<file path="config.mk">
export PLATFORM = sky130hd
export DESIGN_NAME = m64h_front
export DESIGN_NICKNAME = d
export VERILOG_FILES = /design/src/design/mix64_word_stream_hash_unit_defines.svh /design/src/design/m64h_pkg.sv /design/src/design/m64h_mix.sv /design/src/design/m64h_front.sv
export SDC_FILE = /design/constraint.sdc
export NUM_CORES = 2
export LEC_CHECK = 0
export ABC_AREA = 1
export BUFFER_PORTS_ARGS = -buffer_cell sky130_fd_sc_hd__buf_2
export CAP_MARGIN = 25
export CORE_UTILIZATION = 55
export CTS_CLUSTER_SIZE = 28
export DETAILED_ROUTE_END_ITERATION = 16
export PLACE_DENSITY = 0.83
export SETUP_SLACK_MARGIN = 0.5
export SYNTH_ARGS = -nofsm -noshare
export SYNTH_HDL_FRONTEND = slang
export SYNTH_HIERARCHICAL = 1
export SYNTH_SLANG_ARGS = --single-unit
</file>
<file path="constraint.sdc">
create_clock -name clk -period 10.6 [get_ports clk]
set_input_delay 2.12 -clock clk [delete_from_list [all_inputs] [get_ports clk]]
set_output_delay 2.12 -clock clk [all_outputs]
set_load 0.05 [all_outputs]
</file>
<file path="src/design/mix64_word_stream_hash_unit_defines.svh">
// Assertion macros for the word stream hash unit
`ifndef MIX64_WORD_STREAM_HASH_UNIT_DEFINES_SVH
`define MIX64_WORD_STREAM_HASH_UNIT_DEFINES_SVH

`ifndef SYNTH
// same-cycle implication, checked out of reset
`define M64H_ASSERT_SAME(label, ante, cons) \
    label: assert property (@(posedge clk) disable iff (!rst_n) (ante) |-> (cons)) \
        else $error("m64h: same-cycle check failed");
// next-cycle implication, checked out of reset
`define M64H_ASSERT_NEXT(label, ante, cons) \
    label: assert property (@(posedge clk) disable iff (!rst_n) (ante) |=> (cons)) \
        else $error("m64h: next-cycle check failed");
`else
`define M64H_ASSERT_SAME(label, ante, cons)
`define M64H_ASSERT_NEXT(label, ante, cons)
`endif

`endif

</file>
<file path="src/design/m64h_pkg.sv">
// Shared types, constants and helpers for the word stream hash unit
package m64h_pkg;

    localparam logic [63:0] MIX_MUL_A = 64'hBF58476D1CE4E5B9;
    localparam logic [63:0] MIX_MUL_B = 64'h94D049BB133111EB;
    localparam int unsigned MIX_SH_A = 30;
    localparam int unsigned MIX_SH_B = 27;
    localparam int unsigned MIX_SH_C = 31;

    localparam int unsigned QUEUE_DEPTH = 4;
    localparam int unsigned QPTR_W      = $clog2(QUEUE_DEPTH);

    // one classified request handed from the front to the back
    typedef struct packed {
        logic        first;
        logic        last;
        logic [63:0] seed_len;
        logic [63:0] word_mix;
    } item_t;

    typedef enum logic [2:0] {
        MIX_IDLE,
        MIX_MUL_A_ST,
        MIX_SUM_A_ST,
        MIX_MUL_B_ST,
        MIX_SUM_B_ST
    } mix_state_t;

    typedef enum logic [1:0] {
        FR_IDLE,
        FR_MIX,
        FR_HOLD
    } front_state_t;

    typedef enum logic [1:0] {
        BK_IDLE,
        BK_SEED,
        BK_FOLD,
        BK_WAIT
    } back_state_t;

    // keep the low n bytes, zero for n = 0
    function automatic logic [63:0] tail_mask(input logic [2:0] n);
        logic [63:0] m;
        m = '0;
        for (int i = 0; i < 8; i++)
        begin
            if (3'(i) < n)
            begin
                m[i*8 +: 8] = 8'hFF;
            end
        end
        return m;
    endfunction

endpackage

</file>
<file path="src/design/m64h_mix.sv">
// Iterative mix64 finaliser: one shared 32-bit partial product bank, four steps
module m64h_mix
    import m64h_pkg::*;
(
    input  logic        clk,
    input  logic        rst_n,
    input  logic        start,
    input  logic [63:0] x,
    output logic        done,
    output logic [63:0] result
);

    mix_state_t  state_reg, state_next;
    logic        done_reg, done_next;
    logic [63:0] v_reg;
    logic [63:0] pp0_reg;
    logic [31:0] pp1_reg, pp2_reg;

    logic [63:0] k;
    logic [63:0] pp0;
    logic [31:0] pp1, pp2;
    logic [63:0] sum;

    assign k   = (state_reg == MIX_MUL_A_ST) ? MIX_MUL_A : MIX_MUL_B;
    assign pp0 = 64'(v_reg[31:0]) * 64'(k[31:0]);
    assign pp1 = v_reg[63:32] * k[31:0];
    assign pp2 = v_reg[31:0] * k[63:32];
    // product mod 2^64: cross terms only reach the upper half
    assign sum = pp0_reg + {pp1_reg + pp2_reg, 32'b0};

    always_ff @(posedge clk or negedge rst_n)
    begin
        if (!rst_n)
        begin
            state_reg <= MIX_IDLE;
            done_reg  <= 1'b0;
        end
        else
        begin
            state_reg <= state_next;
            done_reg  <= done_next;
        end
    end

    always_ff @(posedge clk)
    begin
        unique case (state_reg)
            MIX_IDLE:
            begin
                if (start)
                begin
                    v_reg <= x ^ (x >> MIX_SH_A);
                end
            end
            MIX_MUL_A_ST, MIX_MUL_B_ST:
            begin
                pp0_reg <= pp0;
                pp1_reg <= pp1;
                pp2_reg <= pp2;
            end
            MIX_SUM_A_ST:
            begin
                v_reg <= sum ^ (sum >> MIX_SH_B);
            end
            MIX_SUM_B_ST:
            begin
                v_reg <= sum ^ (sum >> MIX_SH_C);
            end
            default:
            begin
                v_reg <= v_reg;
            end
        endcase
    end

    always_comb
    begin
        state_next = state_reg;
        done_next  = 1'b0;
        unique case (state_reg)
            MIX_IDLE:
            begin
                if (start)
                begin
                    state_next = MIX_MUL_A_ST;
                end
            end
            MIX_MUL_A_ST: state_next = MIX_SUM_A_ST;
            MIX_SUM_A_ST: state_next = MIX_MUL_B_ST;
            MIX_MUL_B_ST: state_next = MIX_SUM_B_ST;
            MIX_SUM_B_ST:
            begin
                state_next = MIX_IDLE;
                done_next  = 1'b1;
            end
            default: state_next = MIX_IDLE;
        endcase
    end

    assign done   = done_reg;
    assign result = v_reg;

endmodule

</file>
<file path="src/design/m64h_front.sv">
// Front end: takes input requests, masks the tail, mixes the data word
module m64h_front
    import m64h_pkg::*;
(
    input  logic        clk,
    input  logic        rst_n,
    input  logic        push,
    output logic        full,
    input  logic        first_word,
    input  logic [31:0] message_length,
    input  logic [63:0] data_word,
    input  logic        last_word,
    input  logic [63:0] seed,
    output logic        q_push,
    input  logic        q_full,
    output item_t       q_wdata
);

    front_state_t state_reg, state_next;
    logic [2:0]   tail_count_reg, tail_count_next;
    logic         first_reg;
    logic         last_reg;
    logic [63:0]  seed_len_reg;

    logic         accept;
    logic [2:0]   tail_eff;
    logic [63:0]  word_in;
    logic         mix_done;
    logic [63:0]  mix_result;

    m64h_mix u_mix (
        .clk    (clk),
        .rst_n  (rst_n),
        .start  (accept),
        .x      (word_in),
        .done   (mix_done),
        .result (mix_result)
    );

    // a first request sets the tail size for its own tail too
    assign tail_eff = first_word ? message_length[2:0] : tail_count_reg;
    assign word_in  = last_word ? (data_word & tail_mask(tail_eff)) : data_word;

    assign q_push = (((state_reg == FR_MIX) && mix_done) || (state_reg == FR_HOLD)) && !q_full;
    assign full   = !((state_reg == FR_IDLE) || q_push);
    assign accept = push && !full;

    assign q_wdata.first    = first_reg;
    assign q_wdata.last     = last_reg;
    assign q_wdata.seed_len = seed_len_reg;
    assign q_wdata.word_mix = mix_result;

    always_ff @(posedge clk or negedge rst_n)
    begin
        if (!rst_n)
        begin
            state_reg      <= FR_IDLE;
            tail_count_reg <= 3'd0;
        end
        else
        begin
            state_reg      <= state_next;
            tail_count_reg <= tail_count_next;
        end
    end

    always_ff @(posedge clk)
    begin
        if (accept)
        begin
            first_reg    <= first_word;
            last_reg     <= last_word;
            seed_len_reg <= seed ^ {32'b0, message_length};
        end
    end

    always_comb
    begin
        state_next      = state_reg;
        tail_count_next = tail_count_reg;
        if (accept && first_word)
        begin
            tail_count_next = message_length[2:0];
        end
        unique case (state_reg)
            FR_IDLE:
            begin
                if (accept)
                begin
                    state_next = FR_MIX;
                end
            end
            FR_MIX:
            begin
                if (mix_done)
                begin
                    if (q_push)
                    begin
                        state_next = accept ? FR_MIX : FR_IDLE;
                    end
                    else
                    begin
                        state_next = FR_HOLD;
                    end
                end
            end
            FR_HOLD:
            begin
                if (q_push)
                begin
                    state_next = accept ? FR_MIX : FR_IDLE;
                end
            end
            default: state_next = FR_IDLE;
        endcase
    end

endmodule

</file>
==> metrics.md <==
| Metric | Value |
|---|---|
| Status | completed |
| Worst min-delay path startpoint | u_mix/done |
| Via/cell ratio | 5.585 |
| Sum Neg Setup Slack | 0 ns |
| Clock latency on the worst-skew pair | 0.62 ns |
| Post-synthesis sequential area ratio | 12.64% |
| CTS Hold Bufs | 0 |
| First-iteration detailed-routing DRC count | 4436 |
| CTS sink cnt | 265 |
| Fmax | 0.1066 GHz |
| R2R setup slack | 1.22 ns |
| WP data required | 10.97 ns |
| Async set-reset flop share out of synthesis | 3.396% |
| Commonest register cell after synthesis | edfxtp_1 |
| Share of layout cells above drive strength 1 | 6.682% |
| Ys Warns | 6 |
| Largest net degree at the start of global routing | 78 |
| Worst slew pin tran | 1.135 ns |
| Most used cell, CP | fa_1 |
| # DRC | 0 |
| Avg Inst Size Synth | 8.935 um^2 |
| Worst path slowest cell | fa_1 |
| Htree depth | 1 |
| Number of setup violations in the final report | 0 |
| Post-CTS Resized | 0 |
| Critical Path Start | u_mix/state_reg[1] |
| Final GP Congestion | 1.051 |
| Fin nets | 9535 |
| RSZ-0062 raised after global routing | no |
| Synth top area share | 37.38% |
| Routed vias | 49670 |
| DR WL/cell | 24.56 um |
| Max-slew violations | 0 |
| Setup bufs post-CTS | 0 |
| Layout overhead on the synthesized area | 7.679% |
| Routed Wire Length | roughly 220000 um |
| Clk buf depth | 3 |
| Core area | 112700 um^2 |
| Core Rows | between 100 and 150 |
| Rel. slew slack | 24.31% |
| Gr ovfl total | 0 |
| # diodes | 0 |
| Mapped Area | 62600 um^2 |
| Vias in the first global route | 51950 |
| Die height | roughly 340 um |
| Count of final hold-check violations | 0 |
| Drt first pass iters | 6 |
| Most frequent cells in the layout | inv_1 (2078), fa_1 (1169), nand2_1 (910) |
| Top cells by area, synth | fa_1 (37%), ha_1 (17%), inv_1 (12%), edfxtp_1 (12%), nand2_1 (5.5%) |
| Max stage delay on crit path | ~0.62 ns |
| Worst clock skew | 0.03519 ns |
| Starting density of the core | 55.57% |
| TritonCTS clock tree | yes |
| Crit share post-route | slightly below 90% |
| Num CTS Buffers | 29 |
| Library cells used by synthesis | between 50 and 60 |
| Antenna viol nets, final | 0 |
| Dpl hpwl | approximately 190000 um |
| Die W | 339.4 um |
| Min-delay worst type | reg2reg |
| Die ar. | 115200 um^2 |
| Worst Setup End Kind | flip-flop |
| Number of buffers added on ports | 297 |
| Arr. time, crit path | between 9 and 10 ns |
| Max-Cap Viols | 0 |
| Top-Level Pins | 298 |
| Total track usage | between 30% and 40% |
| Initial antenna violation count | 5 |
| Worst-path clk slew | roughly 0.07 ns |
| CP startpoint kind | flip-flop |
| Cell taking the most area after synthesis | fa_1 |
| Clk root buf | clkbuf_16 |
| Max Fanout on Critical Path | 44 |
| Synth Register Bits | between 200 and 300 |
| Cells after synthesis | 7006 |
| RR Startpoint | u_mix/state_reg[1] |
| Most common cell after layout, fill and taps aside | inv_1 |
| EDFF count, synth | 256 |
| First-pass GRT wire length | 323600 um |
| CP Class | reg2reg |
| Min Tclk post-route | 9.384 ns |
[per-layer routing]
metal / wire, um / track usage [%] / vias up / part of all wire [%]
met4: 17920 / 25.82 / 8 / 8.2
met1: 81970 / 47.97 / 24620 / 38
met5: 48 / 0 / - / 0.022
met3: 18130 / 6.172 / 679 / 8.3
li1: - / - / 21860 / -
met2: 100300 / 61.14 / 2493 / 46
[cell usage after synthesis, types with 3 or more instances]
library cell     n
inv_2            5
nand2_1        910
nand4_1         37
xor2_1         155
nor2_1         406
a21boi_1         3
nand2_2          6
buf_1            6
a21oi_1        213
fa_1          1169
nor2_2           6
nand2b_1         3
o21ai_0        208
buf_4            6
o21a_1          10
o211ai_1        25
buf_2           11
nand3_1        259
o221ai_1         9
inv_1         2080
nor3_1          30
o2111ai_1        5
nor4_1          11
a31oi_1         33
o21bai_1        27
dfrtp_1          9
o21ai_1          3
a21o_1          38
ha_1           829
xnor2_1         71
nand2_4          4
clkbuf_1        80
a21boi_0         6
or2_2           25
nand3b_1        27
edfxtp_1       256
[critical path: cells and delay by family (launching register included)]
kind	cells	cell delay [ns]
XOR/XNOR	1	0.14
flip-flops	1	0.45
adder cells (fa/ha/maj)	9	4.12
AO/OA/AOI/OAI	1	0.10
buffers and inverters	8	1.19
AND/OR/NAND/NOR	10	3.06
[path summary, 6_finish.rpt]
check | end | cells past startpoint
setup / recovery | u_mix/pp0_reg[47] | 29
hold reg to reg | state_reg[0] | 1
max in group asynchronous | u_mix/state_reg[1] | 1
min in group asynchronous | tail_count_reg[2] | 1
setup reg to reg | u_mix/pp0_reg[47] | 29
hold / removal | state_reg[0] | 1
[through the flow]
stage	utilization (%)	worst slack [ns]	instance area, um^2	std cells	hold slack [ns]
2_1_floorplan	-	1.271	62800	7059	0.4227
3_3_place_gp	58.94	1.197	66390	8837	0.4358
3_5_place_dp	58.96	1.490	66430	8839	0.4479
4_1_cts	59.81	1.459	67380	8892	0.4460
5_1_grt	59.84	1.122	67410	8893	0.4806
6_report	59.84	1.216	67410	8893	0.4431
[cells by family after synthesis]
group	Yosys count	share of synthesized area, %
other cells	2	0.01200
compound gates	592	5.413
buf+inv	2193	13.24
flops	265	12.64
xor+xnor	226	3.162
fa+ha+maj	1998	53.95
simple gates	1730	11.58
[cell type report]
cell class	instances	area (um^2)
clock buffers	31	733.2
clock inverters	22	221.5
well taps	1500	1877
fillers	9902	45250
flip-flops and latches	265	7913
multi-input cells	4601	46630
inverters	2088	7840
repair buffers	386	2191
Power is not shown: default switching activity piles up to over one toggle a cycle in this logic, so the estimate is an artifact.
