File: config.mk
export PLATFORM = sky130hd
export DESIGN_NAME = m64h_back
export DESIGN_NICKNAME = d
export VERILOG_FILES = /design/src/design/mix64_word_stream_hash_unit_defines.svh /design/src/design/m64h_pkg.sv /design/src/design/m64h_mix.sv /design/src/design/m64h_back.sv
export SDC_FILE = /design/constraint.sdc
export NUM_CORES = 2
export LEC_CHECK = 0
export BUFFER_PORTS_ARGS = -buffer_cell sky130_fd_sc_hd__buf_2
export CAP_MARGIN = 0
export CELL_PAD_IN_SITES_DETAIL_PLACEMENT = 0
export CELL_PAD_IN_SITES_GLOBAL_PLACEMENT = 2
export CORE_MARGIN = 2
export CORE_UTILIZATION = 45
export CTS_BUF_LIST = sky130_fd_sc_hd__clkbuf_4
export DETAILED_ROUTE_END_ITERATION = 6
export PLACE_DENSITY = 0.84
export SYNTH_ARGS = -nofsm -noshare
export SYNTH_HDL_FRONTEND = slang
export SYNTH_HIERARCHICAL = 1
export SYNTH_SLANG_ARGS = --single-unit
File: constraint.sdc
create_clock -name clk -period 37.5 [get_ports clk]
set_clock_uncertainty 0.1 [all_clocks]
set_input_delay 1.875 -clock clk [delete_from_list [all_inputs] [get_ports clk]]
set_output_delay 1.875 -clock clk [all_outputs]
set_load 0.02 [all_outputs]
File: src/design/mix64_word_stream_hash_unit_defines.svh
// Assertion macros for the word stream hash unit
`ifndef MIX64_WORD_STREAM_HASH_UNIT_DEFINES_SVH
`define MIX64_WORD_STREAM_HASH_UNIT_DEFINES_SVH

`ifndef SYNTH
// same-cycle implication, checked out of reset
`define M64H_ASSERT_SAME(label, ante, cons) \
    label: assert property (@(posedge clk) disable iff (!rst_n) (ante) |-> (cons)) \
        else $error("m64h: same-cycle check failed");
// next-cycle implication, checked out of reset
`define M64H_ASSERT_NEXT(label, ante, cons) \
    label: assert property (@(posedge clk) disable iff (!rst_n) (ante) |=> (cons)) \
        else $error("m64h: next-cycle check failed");
`else
`define M64H_ASSERT_SAME(label, ante, cons)
`define M64H_ASSERT_NEXT(label, ante, cons)
`endif

`endif

File: src/design/m64h_pkg.sv
// Shared types, constants and helpers for the word stream hash unit
package m64h_pkg;

    localparam logic [63:0] MIX_MUL_A = 64'hBF58476D1CE4E5B9;
    localparam logic [63:0] MIX_MUL_B = 64'h94D049BB133111EB;
    localparam int unsigned MIX_SH_A = 30;
    localparam int unsigned MIX_SH_B = 27;
    localparam int unsigned MIX_SH_C = 31;

    localparam int unsigned QUEUE_DEPTH = 4;
    localparam int unsigned QPTR_W      = $clog2(QUEUE_DEPTH);

    // one classified request handed from the front to the back
    typedef struct packed {
        logic        first;
        logic        last;
        logic [63:0] seed_len;
        logic [63:0] word_mix;
    } item_t;

    typedef enum logic [2:0] {
        MIX_IDLE,
        MIX_MUL_A_ST,
        MIX_SUM_A_ST,
        MIX_MUL_B_ST,
        MIX_SUM_B_ST
    } mix_state_t;

    typedef enum logic [1:0] {
        FR_IDLE,
        FR_MIX,
        FR_HOLD
    } front_state_t;

    typedef enum logic [1:0] {
        BK_IDLE,
        BK_SEED,
        BK_FOLD,
        BK_WAIT
    } back_state_t;

    // keep the low n bytes, zero for n = 0
    function automatic logic [63:0] tail_mask(input logic [2:0] n);
        logic [63:0] m;
        m = '0;
        for (int i = 0; i < 8; i++)
        begin
            if (3'(i) < n)
            begin
                m[i*8 +: 8] = 8'hFF;
            end
        end
        return m;
    endfunction

endpackage

File: src/design/m64h_mix.sv
// Iterative mix64 finaliser: one shared 32-bit partial product bank, four steps
module m64h_mix
    import m64h_pkg::*;
(
    input  logic        clk,
    input  logic        rst_n,
    input  logic        start,
    input  logic [63:0] x,
    output logic        done,
    output logic [63:0] result
);

    mix_state_t  state_reg, state_next;
    logic        done_reg, done_next;
    logic [63:0] v_reg;
    logic [63:0] pp0_reg;
    logic [31:0] pp1_reg, pp2_reg;

    logic [63:0] k;
    logic [63:0] pp0;
    logic [31:0] pp1, pp2;
    logic [63:0] sum;

    assign k   = (state_reg == MIX_MUL_A_ST) ? MIX_MUL_A : MIX_MUL_B;
    assign pp0 = 64'(v_reg[31:0]) * 64'(k[31:0]);
    assign pp1 = v_reg[63:32] * k[31:0];
    assign pp2 = v_reg[31:0] * k[63:32];
    // product mod 2^64: cross terms only reach the upper half
    assign sum = pp0_reg + {pp1_reg + pp2_reg, 32'b0};

    always_ff @(posedge clk or negedge rst_n)
    begin
        if (!rst_n)
        begin
            state_reg <= MIX_IDLE;
            done_reg  <= 1'b0;
        end
        else
        begin
            state_reg <= state_next;
            done_reg  <= done_next;
        end
    end

    always_ff @(posedge clk)
    begin
        unique case (state_reg)
            MIX_IDLE:
            begin
                if (start)
                begin
                    v_reg <= x ^ (x >> MIX_SH_A);
                end
            end
            MIX_MUL_A_ST, MIX_MUL_B_ST:
            begin
                pp0_reg <= pp0;
                pp1_reg <= pp1;
                pp2_reg <= pp2;
            end
            MIX_SUM_A_ST:
            begin
                v_reg <= sum ^ (sum >> MIX_SH_B);
            end
            MIX_SUM_B_ST:
            begin
                v_reg <= sum ^ (sum >> MIX_SH_C);
            end
            default:
            begin
                v_reg <= v_reg;
            end
        endcase
    end

    always_comb
    begin
        state_next = state_reg;
        done_next  = 1'b0;
        unique case (state_reg)
            MIX_IDLE:
            begin
                if (start)
                begin
                    state_next = MIX_MUL_A_ST;
                end
            end
            MIX_MUL_A_ST: state_next = MIX_SUM_A_ST;
            MIX_SUM_A_ST: state_next = MIX_MUL_B_ST;
            MIX_MUL_B_ST: state_next = MIX_SUM_B_ST;
            MIX_SUM_B_ST:
            begin
                state_next = MIX_IDLE;
                done_next  = 1'b1;
            end
            default: state_next = MIX_IDLE;
        endcase
    end

    assign done   = done_reg;
    assign result = v_reg;

endmodule

File: src/design/m64h_back.sv
// Back end: folds queued requests into the running hash, holds the result
module m64h_back
    import m64h_pkg::*;
(
    input  logic        clk,
    input  logic        rst_n,
    input  item_t       q_rdata,
    input  logic        q_empty,
    output logic        q_pop,
    output logic        out_valid,
    output logic [63:0] out_hash,
    input  logic        out_pop
);

    back_state_t state_reg, state_next;
    logic [63:0] running_hash_reg, running_hash_next;
    logic        out_valid_reg, out_valid_next;
    logic [63:0] out_hash_reg;

    logic        mix_start;
    logic [63:0] mix_x;
    logic        mix_done;
    logic [63:0] mix_result;
    logic        slot_free;
    logic        out_load;

    m64h_mix u_mix (
        .clk    (clk),
        .rst_n  (rst_n),
        .start  (mix_start),
        .x      (mix_x),
        .done   (mix_done),
        .result (mix_result)
    );

    assign slot_free = !out_valid_reg || out_pop;

    always_ff @(posedge clk or negedge rst_n)
    begin
        if (!rst_n)
        begin
            state_reg        <= BK_IDLE;
            running_hash_reg <= '0;
            out_valid_reg    <= 1'b0;
        end
        else
        begin
            state_reg        <= state_next;
            running_hash_reg <= running_hash_next;
            out_valid_reg    <= out_valid_next;
        end
    end

    always_ff @(posedge clk)
    begin
        if (out_load)
        begin
            out_hash_reg <= mix_result;
        end
    end

    always_comb
    begin
        state_next        = state_reg;
        running_hash_next = running_hash_reg;
        mix_start         = 1'b0;
        mix_x             = running_hash_reg ^ q_rdata.word_mix;
        q_pop             = 1'b0;
        out_load          = 1'b0;
        unique case (state_reg)
            BK_IDLE:
            begin
                if (!q_empty)
                begin
                    mix_start = 1'b1;
                    if (q_rdata.first)
                    begin
                        mix_x      = q_rdata.seed_len;
                        state_next = BK_SEED;
                    end
                    else
                    begin
                        state_next = BK_FOLD;
                    end
                end
            end
            BK_SEED:
            begin
                if (mix_done)
                begin
                    running_hash_next = mix_result;
                    mix_start         = 1'b1;
                    mix_x             = mix_result ^ q_rdata.word_mix;
                    state_next        = BK_FOLD;
                end
            end
            BK_FOLD:
            begin
                if (mix_done)
                begin
                    if (!q_rdata.last)
                    begin
                        running_hash_next = mix_result;
                        q_pop             = 1'b1;
                        state_next        = BK_IDLE;
                    end
                    else if (slot_free)
                    begin
                        out_load   = 1'b1;
                        q_pop      = 1'b1;
                        state_next = BK_IDLE;
                    end
                    else
                    begin
                        state_next = BK_WAIT;
                    end
                end
            end
            BK_WAIT:
            begin
                // mix result stays put until the unit is restarted
                if (slot_free)
                begin
                    out_load   = 1'b1;
                    q_pop      = 1'b1;
                    state_next = BK_IDLE;
                end
            end
            default: state_next = BK_IDLE;
        endcase
    end

    always_comb
    begin
        out_valid_next = out_valid_reg;
        if (out_load)
        begin
            out_valid_next = 1'b1;
        end
        else if (out_pop)
        begin
            out_valid_next = 1'b0;
        end
    end

    assign out_valid = out_valid_reg;
    assign out_hash  = out_hash_reg;

endmodule

==> out/qor.csv <==
stage,metric,value,unit
floorplanning,Core Region,141000,um^2
sta,fin. max-slew vios,0,
sta,unrepaired setup endpoints after global routing,no,
yosys,Synth cell types,99,
yosys,XOR/XNOR Fraction of Synth Area,0.0428,
critical_path,Crit. End Element,register,
run,Max-cap violations,0,
critical_path,CP arrival,11.39,ns
detailed_routing,via count,45700,
cells_and_area,multi-input logic area,47800,um^2
grt,antenna violations before repair,11,
sta,setup TNS,0,ns
detailed_routing,final wirelength,218,mm
floorplanning,IO Pins,200,
yosys,Synth Area in Adders,0.528,
clock_network,clock slew at reported path FFs,0.08,ns
clock_network,postcts setup bufs,0,
floorplanning,Die Height,381,um
clock_network,cts hold-fix bufs,0,
critical_path,critical path startpoint category,register,
critical_path,critical path type,reg2reg,
yosys,top_reg_cell synth,edfxtp_1,
sta,Tcrit/Tclk final,0.287,
sta,achievable frequency,0.0929,GHz
sta,final hold violations,0,
detailed_routing,DRT iter0 DRCs,3498,
cells_and_area,synthesis-to-layout area growth,7.33,%
placement,Port Buffer Count,199,
critical_path,critical path peak fanout,68,
sta,worst-margin pin slew,1.34,ns
critical_path,critical path required time,38.13,ns
clock_network,Clock Latency Late Sink,1.00,ns
cells_and_area,fill count,13400,
detailed_routing,ANT nets after route,0,
floorplanning,die area,145000,um^2
yosys,Post-synth EDFFs,254,
cells_and_area,Final nets,8597,
grt,gr usage total,0.306,
floorplanning,std cell rows,138,
yosys,synthesized area per cell,10.3,um^2
cells_and_area,share of cells above drive strength 1,0.0955,
clock_network,Max Root-Sink Buffers,3,
grt,largest net degree at the start of global routing,69,
placement,Placer Congestion,0.955,
status,status,finished with violations,
yosys,simple-gate share of the synthesized area,0.0628,
clock_network,CTS Buf Count,91,
placement,placed instance count,8262,
yosys,"Seq/Total Area, Yosys",0.147,
sta,Hold Slack,0.385,ns
cells_and_area,Final Util,0.486,
critical_path,Slowest cell on crit path,buf_4,
clock_network,PostCTS Resize Cnt,0,
sta,Slew headroom,0.0907,
yosys,total of flip-flops plus latches after synthesis,325,
status,violations in the final reports,design-rule violations,
floorplanning,Die X,381,um
clock_network,clk root buf,clkbuf_4,
yosys,largest family of logic cells by synthesized area,adder cells,
critical_path,most frequent CP cell,fa_1,
clock_network,CTS tree,built,
yosys,Async SR Flop Fraction,0.218,
detailed_routing,Vias/cell,5.41,
clock_network,Sink Count,325,
detailed_routing,DR WL/cell,25.9,um
clock_network,H-tree levels,3,
sta,min cycle time layout,10.76,ns
yosys,synthesized area,64000,um^2
yosys,synth warn,6,
yosys,Gate Count Post-Synth,6210,
detailed_routing,DRC viols,5,
grt,GRT overflow,0,
critical_path,max incr delay on CP,0.75,ns
detailed_routing,drt first pass iters,7,
floorplanning,starting density of the core,0.453,
grt,vias in the first global route,48500,
grt,first-pass GRT wire length,323,mm
min_path,HP Class,reg2reg,
yosys,post-synthesis mux area share,0.0128,
cells_and_area,Post-Layout Cell Count,8442,
sta,endpoints failing setup,0,
cells_and_area,register area,9400,um^2
placement,dpl hpwl,181,mm
yosys,compound-gate portion of the synthesized area,0.0963,
[layout make-up]
cell class,instances,share of cell area
diodes,9,0.000328
clock buffers,113,0.0123
clock inverters,58,0.00539
inverters,1678,0.0917
multi-input cells,4088,0.695
flip-flops and latches,325,0.137
well taps,1890,0.0344
repair buffers,281,0.0235
[layer usage]
metal,part of all wire,wire [um],vias up,global-route usage
li1,-,-,20200,-
met1,0.42,90700,23500,0.404
met2,0.48,105000,1635,0.510
met3,0.058,12700,370,0.0408
met4,0.045,9730,4,0.122
met5,0.00012,26,-,0
[cell families (layout without fill, tap and decap cells)]
| group | after synthesis | count (layout) |
|---|---|---|
| AO/OA/AOI/OAI | 823 | 823 |
| flip-flops | 325 | 325 |
| buffers and inverters | 1850 | 2130 |
| other | 2 | 64 |
| multiplexers | 70 | 70 |
| XOR/XNOR | 312 | 312 |
| adder cells (fa/ha/maj) | 1998 | 1998 |
| AND/OR/NAND/NOR | 830 | 830 |
[cell usage in the layout (no fill, tap or decap), types with 107 or more instances in the layout]
cell | synthesis | final
a21o_1 | 107 | 107
a21oi_1 | 160 | 160
buf_2 | 22 | 198
clkbuf_4 | 0 | 113
edfxtp_1 | 254 | 254
fa_1 | 1169 | 1169
ha_1 | 829 | 829
inv_1 | 1673 | 1673
nand2_1 | 323 | 323
nor2_1 | 147 | 146
nor2b_1 | 152 | 150
o21ai_0 | 109 | 109
xnor2_1 | 243 | 243
[per-stage QoR]
stage,cell area [um^2],worst slack (ns)
6_report,68700,26.74
5_1_grt,68700,26.43
4_1_cts,68700,26.82
3_5_place_dp,67500,26.78
3_3_place_gp,67500,26.92
2_1_floorplan,64200,22.71
[path summary, 6_finish.rpt]
kind / start / to / slack, ns / depth (start not counted)
worst max-delay path: u_mix/state_reg[2] / u_mix/pp0_reg[55] / 26.74 / 30
worst min-delay path: u_mix/result[63] / out_hash[63] / 0.38 / 0
worst max register to register: u_mix/state_reg[2] / u_mix/pp0_reg[55] / 26.74 / 30
worst min register to register: u_mix/result[63] / out_hash[63] / 0.38 / 0
max in group asynchronous: rst_n / running_hash_reg[63] / 35.42 / 2
min in group asynchronous: rst_n / running_hash_reg[22] / 0.65 / 1
[synthesized netlist by cell type (8+ instances only)]
cell      instances  share of area
xnor2_1         243          0.033
o311ai_1         59         0.0081
ha_1            829           0.16
a21o_1          107          0.013
o21a_1           22         0.0026
fa_1           1169           0.37
nor3_1           28         0.0022
buf_2            22         0.0017
nand2b_1         39         0.0038
nand2_1         323          0.019
a31oi_1          19         0.0019
xor2_1           68         0.0093
o221ai_1         11         0.0015
buf_6            12         0.0021
a21oi_1         160          0.013
o221a_2          14         0.0025
mux2_4           10         0.0023
nor2_1          147         0.0086
a21oi_2          11         0.0015
edfxtp_1        254           0.12
o21bai_1         25         0.0029
a32oi_1          64         0.0088
nand3_1          32         0.0025
clkbuf_1        125         0.0073
and3_1           32         0.0031
o211ai_1         17         0.0020
mux2_2           49         0.0086
and2_1           15         0.0015
o21ai_0         109         0.0085
a211oi_1         19         0.0022
nand4_1          10        0.00098
or2_2            12         0.0012
nor2b_1         152          0.015
o21ai_1          12        0.00094
a221oi_1         14         0.0019
dfrtp_1          71          0.028
or3_1             8        0.00078
inv_1          1673          0.098
o22ai_1          24         0.0023
o211ai_2         63          0.012
[worst max-delay path, delay by kind of cell, from the launching register on]
| family | cells | cell delay, ns |
|---|---|---|
| buffers and inverters | 8 | 2.43 |
| AO/OA/AOI/OAI | 5 | 0.89 |
| adder cells (fa/ha/maj) | 9 | 4.31 |
| AND/OR/NAND/NOR | 7 | 2.09 |
| XOR/XNOR | 1 | 0.15 |
| flip-flops | 1 | 0.48 |
Power is left out: the tool's default activity adds up to more than one toggle a clock period on the data nets, which glitch-free logic cannot reach.
