<file path="src/design/mix64_word_stream_hash_unit_defines.svh">
// Assertion macros for the word stream hash unit
`ifndef MIX64_WORD_STREAM_HASH_UNIT_DEFINES_SVH
`define MIX64_WORD_STREAM_HASH_UNIT_DEFINES_SVH

`ifndef SYNTH
// same-cycle implication, checked out of reset
`define M64H_ASSERT_SAME(label, ante, cons) \
    label: assert property (@(posedge clk) disable iff (!rst_n) (ante) |-> (cons)) \
        else $error("m64h: same-cycle check failed");
// next-cycle implication, checked out of reset
`define M64H_ASSERT_NEXT(label, ante, cons) \
    label: assert property (@(posedge clk) disable iff (!rst_n) (ante) |=> (cons)) \
        else $error("m64h: next-cycle check failed");
`else
`define M64H_ASSERT_SAME(label, ante, cons)
`define M64H_ASSERT_NEXT(label, ante, cons)
`endif

`endif

</file>
<file path="src/design/m64h_pkg.sv">
// Shared types, constants and helpers for the word stream hash unit
package m64h_pkg;

    localparam logic [63:0] MIX_MUL_A = 64'hBF58476D1CE4E5B9;
    localparam logic [63:0] MIX_MUL_B = 64'h94D049BB133111EB;
    localparam int unsigned MIX_SH_A = 30;
    localparam int unsigned MIX_SH_B = 27;
    localparam int unsigned MIX_SH_C = 31;

    localparam int unsigned QUEUE_DEPTH = 4;
    localparam int unsigned QPTR_W      = $clog2(QUEUE_DEPTH);

    // one classified request handed from the front to the back
    typedef struct packed {
        logic        first;
        logic        last;
        logic [63:0] seed_len;
        logic [63:0] word_mix;
    } item_t;

    typedef enum logic [2:0] {
        MIX_IDLE,
        MIX_MUL_A_ST,
        MIX_SUM_A_ST,
        MIX_MUL_B_ST,
        MIX_SUM_B_ST
    } mix_state_t;

    typedef enum logic [1:0] {
        FR_IDLE,
        FR_MIX,
        FR_HOLD
    } front_state_t;

    typedef enum logic [1:0] {
        BK_IDLE,
        BK_SEED,
        BK_FOLD,
        BK_WAIT
    } back_state_t;

    // keep the low n bytes, zero for n = 0
    function automatic logic [63:0] tail_mask(input logic [2:0] n);
        logic [63:0] m;
        m = '0;
        for (int i = 0; i < 8; i++)
        begin
            if (3'(i) < n)
            begin
                m[i*8 +: 8] = 8'hFF;
            end
        end
        return m;
    endfunction

endpackage

</file>
<file path="src/design/m64h_fifo.sv">
// Small request queue between front and back
module m64h_fifo
    import m64h_pkg::*;
(
    input  logic  clk,
    input  logic  rst_n,
    input  logic  push,
    input  item_t wdata,
    output logic  full,
    input  logic  pop,
    output item_t rdata,
    output logic  empty
);

    item_t              mem_reg [QUEUE_DEPTH];
    logic [QPTR_W-1:0]  wr_ptr_reg, wr_ptr_next;
    logic [QPTR_W-1:0]  rd_ptr_reg, rd_ptr_next;
    logic [QPTR_W:0]    count_reg, count_next;
    logic               do_push, do_pop;

    assign full    = (count_reg == (QPTR_W + 1)'(QUEUE_DEPTH));
    assign empty   = (count_reg == '0);
    assign do_push = push && !full;
    assign do_pop  = pop && !empty;
    assign rdata   = mem_reg[rd_ptr_reg];

    always_comb
    begin
        wr_ptr_next = do_push ? wr_ptr_reg + 1'b1 : wr_ptr_reg;
        rd_ptr_next = do_pop ? rd_ptr_reg + 1'b1 : rd_ptr_reg;
        count_next  = count_reg;
        if (do_push && !do_pop)
        begin
            count_next = count_reg + 1'b1;
        end
        else if (do_pop && !do_push)
        begin
            count_next = count_reg - 1'b1;
        end
    end

    always_ff @(posedge clk or negedge rst_n)
    begin
        if (!rst_n)
        begin
            wr_ptr_reg <= '0;
            rd_ptr_reg <= '0;
            count_reg  <= '0;
        end
        else
        begin
            wr_ptr_reg <= wr_ptr_next;
            rd_ptr_reg <= rd_ptr_next;
            count_reg  <= count_next;
        end
    end

    always_ff @(posedge clk)
    begin
        if (do_push)
        begin
            mem_reg[wr_ptr_reg] <= wdata;
        end
    end

endmodule

</file>
<file path="config.mk">
export PLATFORM = sky130hd
export DESIGN_NAME = m64h_fifo
export DESIGN_NICKNAME = d
export VERILOG_FILES = /design/src/design/mix64_word_stream_hash_unit_defines.svh /design/src/design/m64h_pkg.sv /design/src/design/m64h_fifo.sv
export SDC_FILE = /design/constraint.sdc
export NUM_CORES = 1
export LEC_CHECK = 0
export BUFFER_PORTS_ARGS = -buffer_cell sky130_fd_sc_hd__buf_2
export CORE_MARGIN = 2
export CORE_UTILIZATION = 43
export CTS_BUF_LIST = sky130_fd_sc_hd__clkbuf_8
export DETAILED_ROUTE_END_ITERATION = 10
export GPL_TIMING_DRIVEN = 0
export PLACE_DENSITY = 0.74
export SETUP_SLACK_MARGIN = 0.3
export SLEW_MARGIN = 15
export SYNTH_ARGS = -nofsm -noshare
export SYNTH_HDL_FRONTEND = slang
export SYNTH_SLANG_ARGS = --single-unit
</file>
<file path="constraint.sdc">
create_clock -name clk -period 13.4 [get_ports clk]
set_input_delay 2.68 -clock clk [delete_from_list [all_inputs] [get_ports clk]]
set_output_delay 2.68 -clock clk [all_outputs]
set_load 0.005 [all_outputs]
</file>
==> flow_metrics.tcl, run 1 <==
set metrics [dict create \
    final_common_cell "edfxtp_1" \
    synth_seq_cells 527 \
    nFillCells 3497 \
    initial_core_util_pct 43.4 \
    irDropWorstVdd_v 0.000139 \
    firstDrtPassIters 5 \
    die_h_um 215 \
    grt_max_degree 46 \
    critPathLaunchType "flip-flop" \
    grt_use_total_pct 16.2 \
    row_count 77 \
    antenna_found_initial 7 \
    overflow 0 \
    syn_area_sq_um 19200 \
    crit_required_ns 10.72 \
    seq_area_sq_um 15800 \
    ctsHtreeMaxLevel 3 \
    slew_headroom_pct 52.1 \
    finalSetupTns_ns 0 \
    cts_buffers 85 \
    routedWlPerCell_um 21.3 \
    drt_iter0_drc 508 \
    syn_nets 856 \
    drive_above_1_share_pct 47.4 \
    clock-sinks 527 \
    crit_path_frequent_cell "buf_2" \
    final_cell_mix "520 x edfxtp_1, 281 x buf_2, 130 x mux4_2, 91 x clkbuf_8, 40 x inv_1" \
    p_leak_nw 7.99 \
    drc_errors 0 \
    powerDensity_nw_per_um2 213 \
    ys_seq_area_share_pct 82.4 \
    cp_max_fo 10 \
    setup_viol 0 \
    grt_pass1_wl_um 55600 \
    min_path_type "reg -> reg" \
    drt_wl_total_um 36900 \
    cts_root_buf "clkbuf_8" \
    post_cts_resized 0 \
    hold_violations 0 \
    slowest_stage "buf_2" \
    cp_top_family "buffers and inverters" \
    area_delta_synth_final_pct 20.1 \
    largest_reg_flops 520 \
    slowest_delay_ns 0.41 \
    cts_max_path_buffers 3 \
    post-route-min-period_ns 5.16 \
    via_count 8769 \
    die_area_sq_um 46300 \
    outcome "finished, final reports clean" \
    finClkSkew_ns 0.0347 \
    multi_input_area_sq_um 3160 \
    dp.final_hpwl_um 22700 \
    tightest_slew_ns 0.719 \
    hold_slack_ns 0.479 \
    ys_warn_count 0 \
    die_x_um 215 \
    port_buffers 265 \
    routabilityCongestion 0.698 \
    cts_setup_buffers 0 \
    clk_latency_ns 0.65 \
    maxCapViolCount 0 \
    max_freq_mhz 194 \
    grt_setup_unrepaired "false" \
    cts_tree "yes" \
    critical_path_class "reg -> out" \
    ctsHoldBuffers 0 \
    post-route-period-util_pct 38.5 \
    core_sq_um 44100 \
    worstPathArrival_ns 2.48 \
    end_kind "primary output" \
    ios 266 \
    viasPerCell 5.06 \
    synth.avg_cell_area_sq_um 26.8 \
    ant_nets 0 \
    grt_pass1_vias 9579 \
    slew_viol_final 0 \
    synthDistinctLibCells 22 \
    path_buf_inv 4 \
    finalNetCount 1220 \
    syn-instance-count 716 \
    crit_chain "clkbuf_1, buf_2, buf_2, mux4_2, buf_2" \
    clkTransAtPathRegs_ns 0.06 \
]
## cells in the mapped netlist
cell | number | area [sq um]
clkbuf_1 | 3 | 11.3
nor2_1 | 1 | 3.75
and2_1 | 4 | 25.0
buf_1 | 1 | 3.75
mux2_2 | 1 | 11.3
nand3_1 | 1 | 5.00
dfrtp_1 | 7 | 175
buf_6 | 10 | 113
ha_1 | 5 | 62.6
mux4_2 | 130 | 2930
nor3b_2 | 1 | 12.5
inv_1 | 4 | 15.0
edfxtp_1 | 520 | 15600
nor2b_1 | 1 | 6.26
xnor2_1 | 4 | 35.0
xor2_1 | 2 | 17.5
nand2_1 | 1 | 3.75
buf_2 | 16 | 80.1
fa_1 | 1 | 20.0
or3_1 | 1 | 6.26
buf_4 | 1 | 7.51
mux2_1 | 1 | 11.3
## worst paths after layout
check | to | depth (start not counted) | slack [ns] | start
setup reg to reg | mem_reg[2][60]$_DFFE_PP_ | 6 | 11.10 | count_reg[2]$_DFFE_PN0P_
min in group asynchronous | count_reg[1]$_DFFE_PN0P_ | 1 | 1.86 | rst_n
hold / removal | count_reg[2]$_DFFE_PN0P_ | 1 | 0.48 | count_reg[2]$_DFFE_PN0P_
max in group asynchronous | rd_ptr_reg[0]$_DFFE_PN0P_ | 1 | 11.38 | rst_n
hold reg to reg | count_reg[2]$_DFFE_PN0P_ | 1 | 0.48 | count_reg[2]$_DFFE_PN0P_
setup / recovery | rdata[19] | 5 | 8.24 | rd_ptr_reg[1]$_DFFE_PN0P_
## metrics by stage
stage | cells | setup slack [ns] | cell area, sq um | utilization (%) | total power, mW
after global placement | 1573 | 4.17 | 21200 | 48.1 | 3.78
final | 1732 | 8.24 | 23000 | 52.2 | 4.89
after floorplan | 716 | 6.95 | 19200 | - | 3.16
after detailed placement | 1585 | 8.77 | 21500 | 48.8 | 3.78
after global routing | 1731 | 8.02 | 23000 | 52.2 | 5.16
after CTS | 1729 | 8.02 | 23000 | 52.1 | 5.00
## layer usage
| layer | GRT usage [%] | vias up | wire (um) |
|---|---|---|---|
| met4 | 7.01 | 8 | 1010 |
| met5 | 0 | - | 52 |
| met3 | 5.68 | 76 | 3110 |
| met2 | 25.8 | 312 | 18100 |
| met1 | 20.2 | 4528 | 14600 |
| li1 | - | 3845 | - |
## final cells by class
| cell class | instances | area share, % |
|---|---|---|
| clock buffer | 91 | 5.44 |
| sequential | 527 | 68.6 |
| timing repair buffer | 277 | 7.07 |
| buffer | 31 | 0.935 |
| antenna | 3 | 0.0326 |
| multi-input combinational | 154 | 13.7 |
| clock inverter | 53 | 0.919 |
| tap | 592 | 3.22 |
| inverter | 4 | 0.0652 |
## power by group
group / switching [mW] / leakage [nW] / internal (mW)
logic: 0.742 / 2.26 / 0.713
clock network: 0.578 / 0.888 / 0.618
registers: 0.0651 / 4.84 / 2.17
total: 1.39 / 7.99 / 3.51
## cell families after synthesis
logic type / share of synthesized area (%)
xor gates and xnor gates: 0.274
adders and majority gates: 0.431
buffers and inverters: 1.20
DFF: 82.4
muxes: 15.4
and+or+nand+nor: 0.326
No activity file was read; power rests on OpenSTA's default activity.
==> run 2, diff against run 1 <==
Clock period 13.4 ns to 4.75 ns, I/O delays scaled along.
==> run 2 against run 1 <==
Via count is 0.17% lower. Global-route usage is 0.12 points higher. Hold slack worse by 0.36 ns. Combinational power grew to 2.8 times the previous value. Sequential power grew to 2.8 times the previous value. Wire length is 0.44% higher. Largest cell class unchanged. Largest power group unchanged. Highest routed layer unchanged.
==> flow_metrics.tcl, run 2 (synthesized netlist as in run 1, its figures left out) <==
set metrics [dict create \
    outcome "finished, final reports clean" \
    drc_errors 0 \
    clock-sinks 527 \
    port_buffers 265 \
    cp_max_fo 10 \
    initial_core_util_pct 43.4 \
    finClkSkew_ns 0.0259 \
    slew_headroom_pct 53.1 \
    hold_slack_ns 0.117 \
    drt_wl_total_um 37000 \
    rrSetupSlack_ns 2.52 \
    routabilityCongestion 0.710 \
    end_kind "primary output" \
    worstPathArrival_ns 2.48 \
    crit_required_ns 3.80 \
    crit_path_start "rd_ptr_reg[1]$_DFFE_PN0P_" \
    grt_use_total_pct 16.3 \
    viasPerCell 5.05 \
    antenna_found_initial 9 \
    cts_tree "yes" \
    seq_area_sq_um 15800 \
    drive_above_1_share_pct 47.4 \
    grt_pass1_wl_um 56200 \
    clk_latency_ns 0.65 \
    final_common_cell "edfxtp_1" \
    ant_nets 0 \
    clkTransAtPathRegs_ns 0.06 \
    maxCapViolCount 0 \
    cts_setup_buffers 0 \
    ios 266 \
    area_delta_synth_final_pct 20.2 \
    overflow 0 \
    post-route-min-period_ns 3.43 \
    die_x_um 215 \
    nFillCells 3455 \
    tightest_slew_ns 0.704 \
    post_cts_resized 0 \
    critPathLaunchType "flip-flop" \
    drt_iter0_drc 526 \
    dp.final_hpwl_um 23000 \
    row_count 77 \
    finalNetCount 1219 \
    routedWlPerCell_um 21.3 \
    finalSetupTns_ns 0 \
    cts_buffers 84 \
    max_freq_mhz 292 \
    grt_max_degree 49 \
    post-route-period-util_pct 72.1 \
    firstDrtPassIters 4 \
    grt_setup_unrepaired "false" \
    hold_violations 0 \
    ctsHtreeMaxLevel 3 \
    slew_viol_final 0 \
    diodes 0 \
    critical_path_class "reg -> out" \
    cts_max_path_buffers 3 \
    cts_root_buf "clkbuf_8" \
    multi_input_area_sq_um 3160 \
    grt_pass1_vias 9584 \
    irDropWorstVdd_v 0.000366 \
    largest_reg_flops 520 \
    ctsHoldBuffers 0 \
    final_cell_mix "520 x edfxtp_1, 281 x buf_2, 130 x mux4_2, 87 x clkbuf_8, 39 x inv_1" \
    powerDensity_nw_per_um2 602 \
    via_count 8754 \
    die_h_um 215 \
    min_path_type "in -> async" \
    r2r-start "count_reg[2]$_DFFE_PN0P_" \
    die_area_sq_um 46300 \
    setup_viol 0 \
    core_sq_um 44100 \
    p_leak_nw 7.99 \
]
## run 2: cell count changes in the layout (fill, tap and decap cells not counted), moves of 3 or more
cell,previous run,this run
clkbuf_8,91,87
clkinv_1,9,13
clkinvlp_4,1,4
diode_2,3,0
## run 2: report_power, final
part	switching, mW	total, mW	internal, mW
clock	1.68	3.43	1.75
combinational	2.10	4.12	2.02
sequential	0.185	6.32	6.13
## run 2: cell type report
type / instances / area share, %
Multi-Input combinational cell: 154 / 13.7
Clock inverter: 63 / 1.29
Tap cell: 592 / 3.21
Buffer: 31 / 0.934
Sequential cell: 527 / 68.5
Timing Repair Buffer: 277 / 7.09
Inverter: 4 / 0.0651
Clock buffer: 87 / 5.20
## run 2: routing by layer
metal | track usage (%) | vias to the layer above | routed length [um]
met5 | 0 | - | 63
met4 | 6.69 | 10 | 879
met3 | 5.49 | 74 | 2620
met2 | 26.7 | 248 | 18500
met1 | 20.1 | 4568 | 14900
li1 | - | 3854 | -
## run 2: final timing paths
path | to | depth (start not counted)
worst max-delay path | rdata[22] | 5
worst min-delay path | count_reg[2]$_DFFE_PN0P_ | 1
worst max register to register | mem_reg[3][72]$_DFFE_PP_ | 6
worst min register to register | count_reg[2]$_DFFE_PN0P_ | 1
max in group asynchronous | wr_ptr_reg[1]$_DFFE_PN0P_ | 1
min in group clk | count_reg[2]$_DFFE_PN0P_ | 1
## run 2: worst max-delay path: stages, from the launching register on
cell and delay (ns):
dfrtp_1 0.32, clkbuf_1 0.19, buf_2 0.38, buf_2 0.40
mux4_2 0.36, buf_2 0.16
## run 2: stage by stage
step / cells / util, % / worst slack [ns] / cell area (sq um) / total power, mW
3_3_place_gp: 1573 / 48.1 / 0.0175 / 21200 / 10.5
5_1_grt: 1735 / 52.2 / 1.07 / 23000 / 14.6
6_report: 1735 / 52.2 / 1.32 / 23000 / 13.9
2_1_floorplan: 716 / - / 1.48 / 19200 / 8.85
3_5_place_dp: 1585 / 48.8 / 1.88 / 21600 / 10.7
4_1_cts: 1735 / 52.2 / 1.11 / 23000 / 14.2
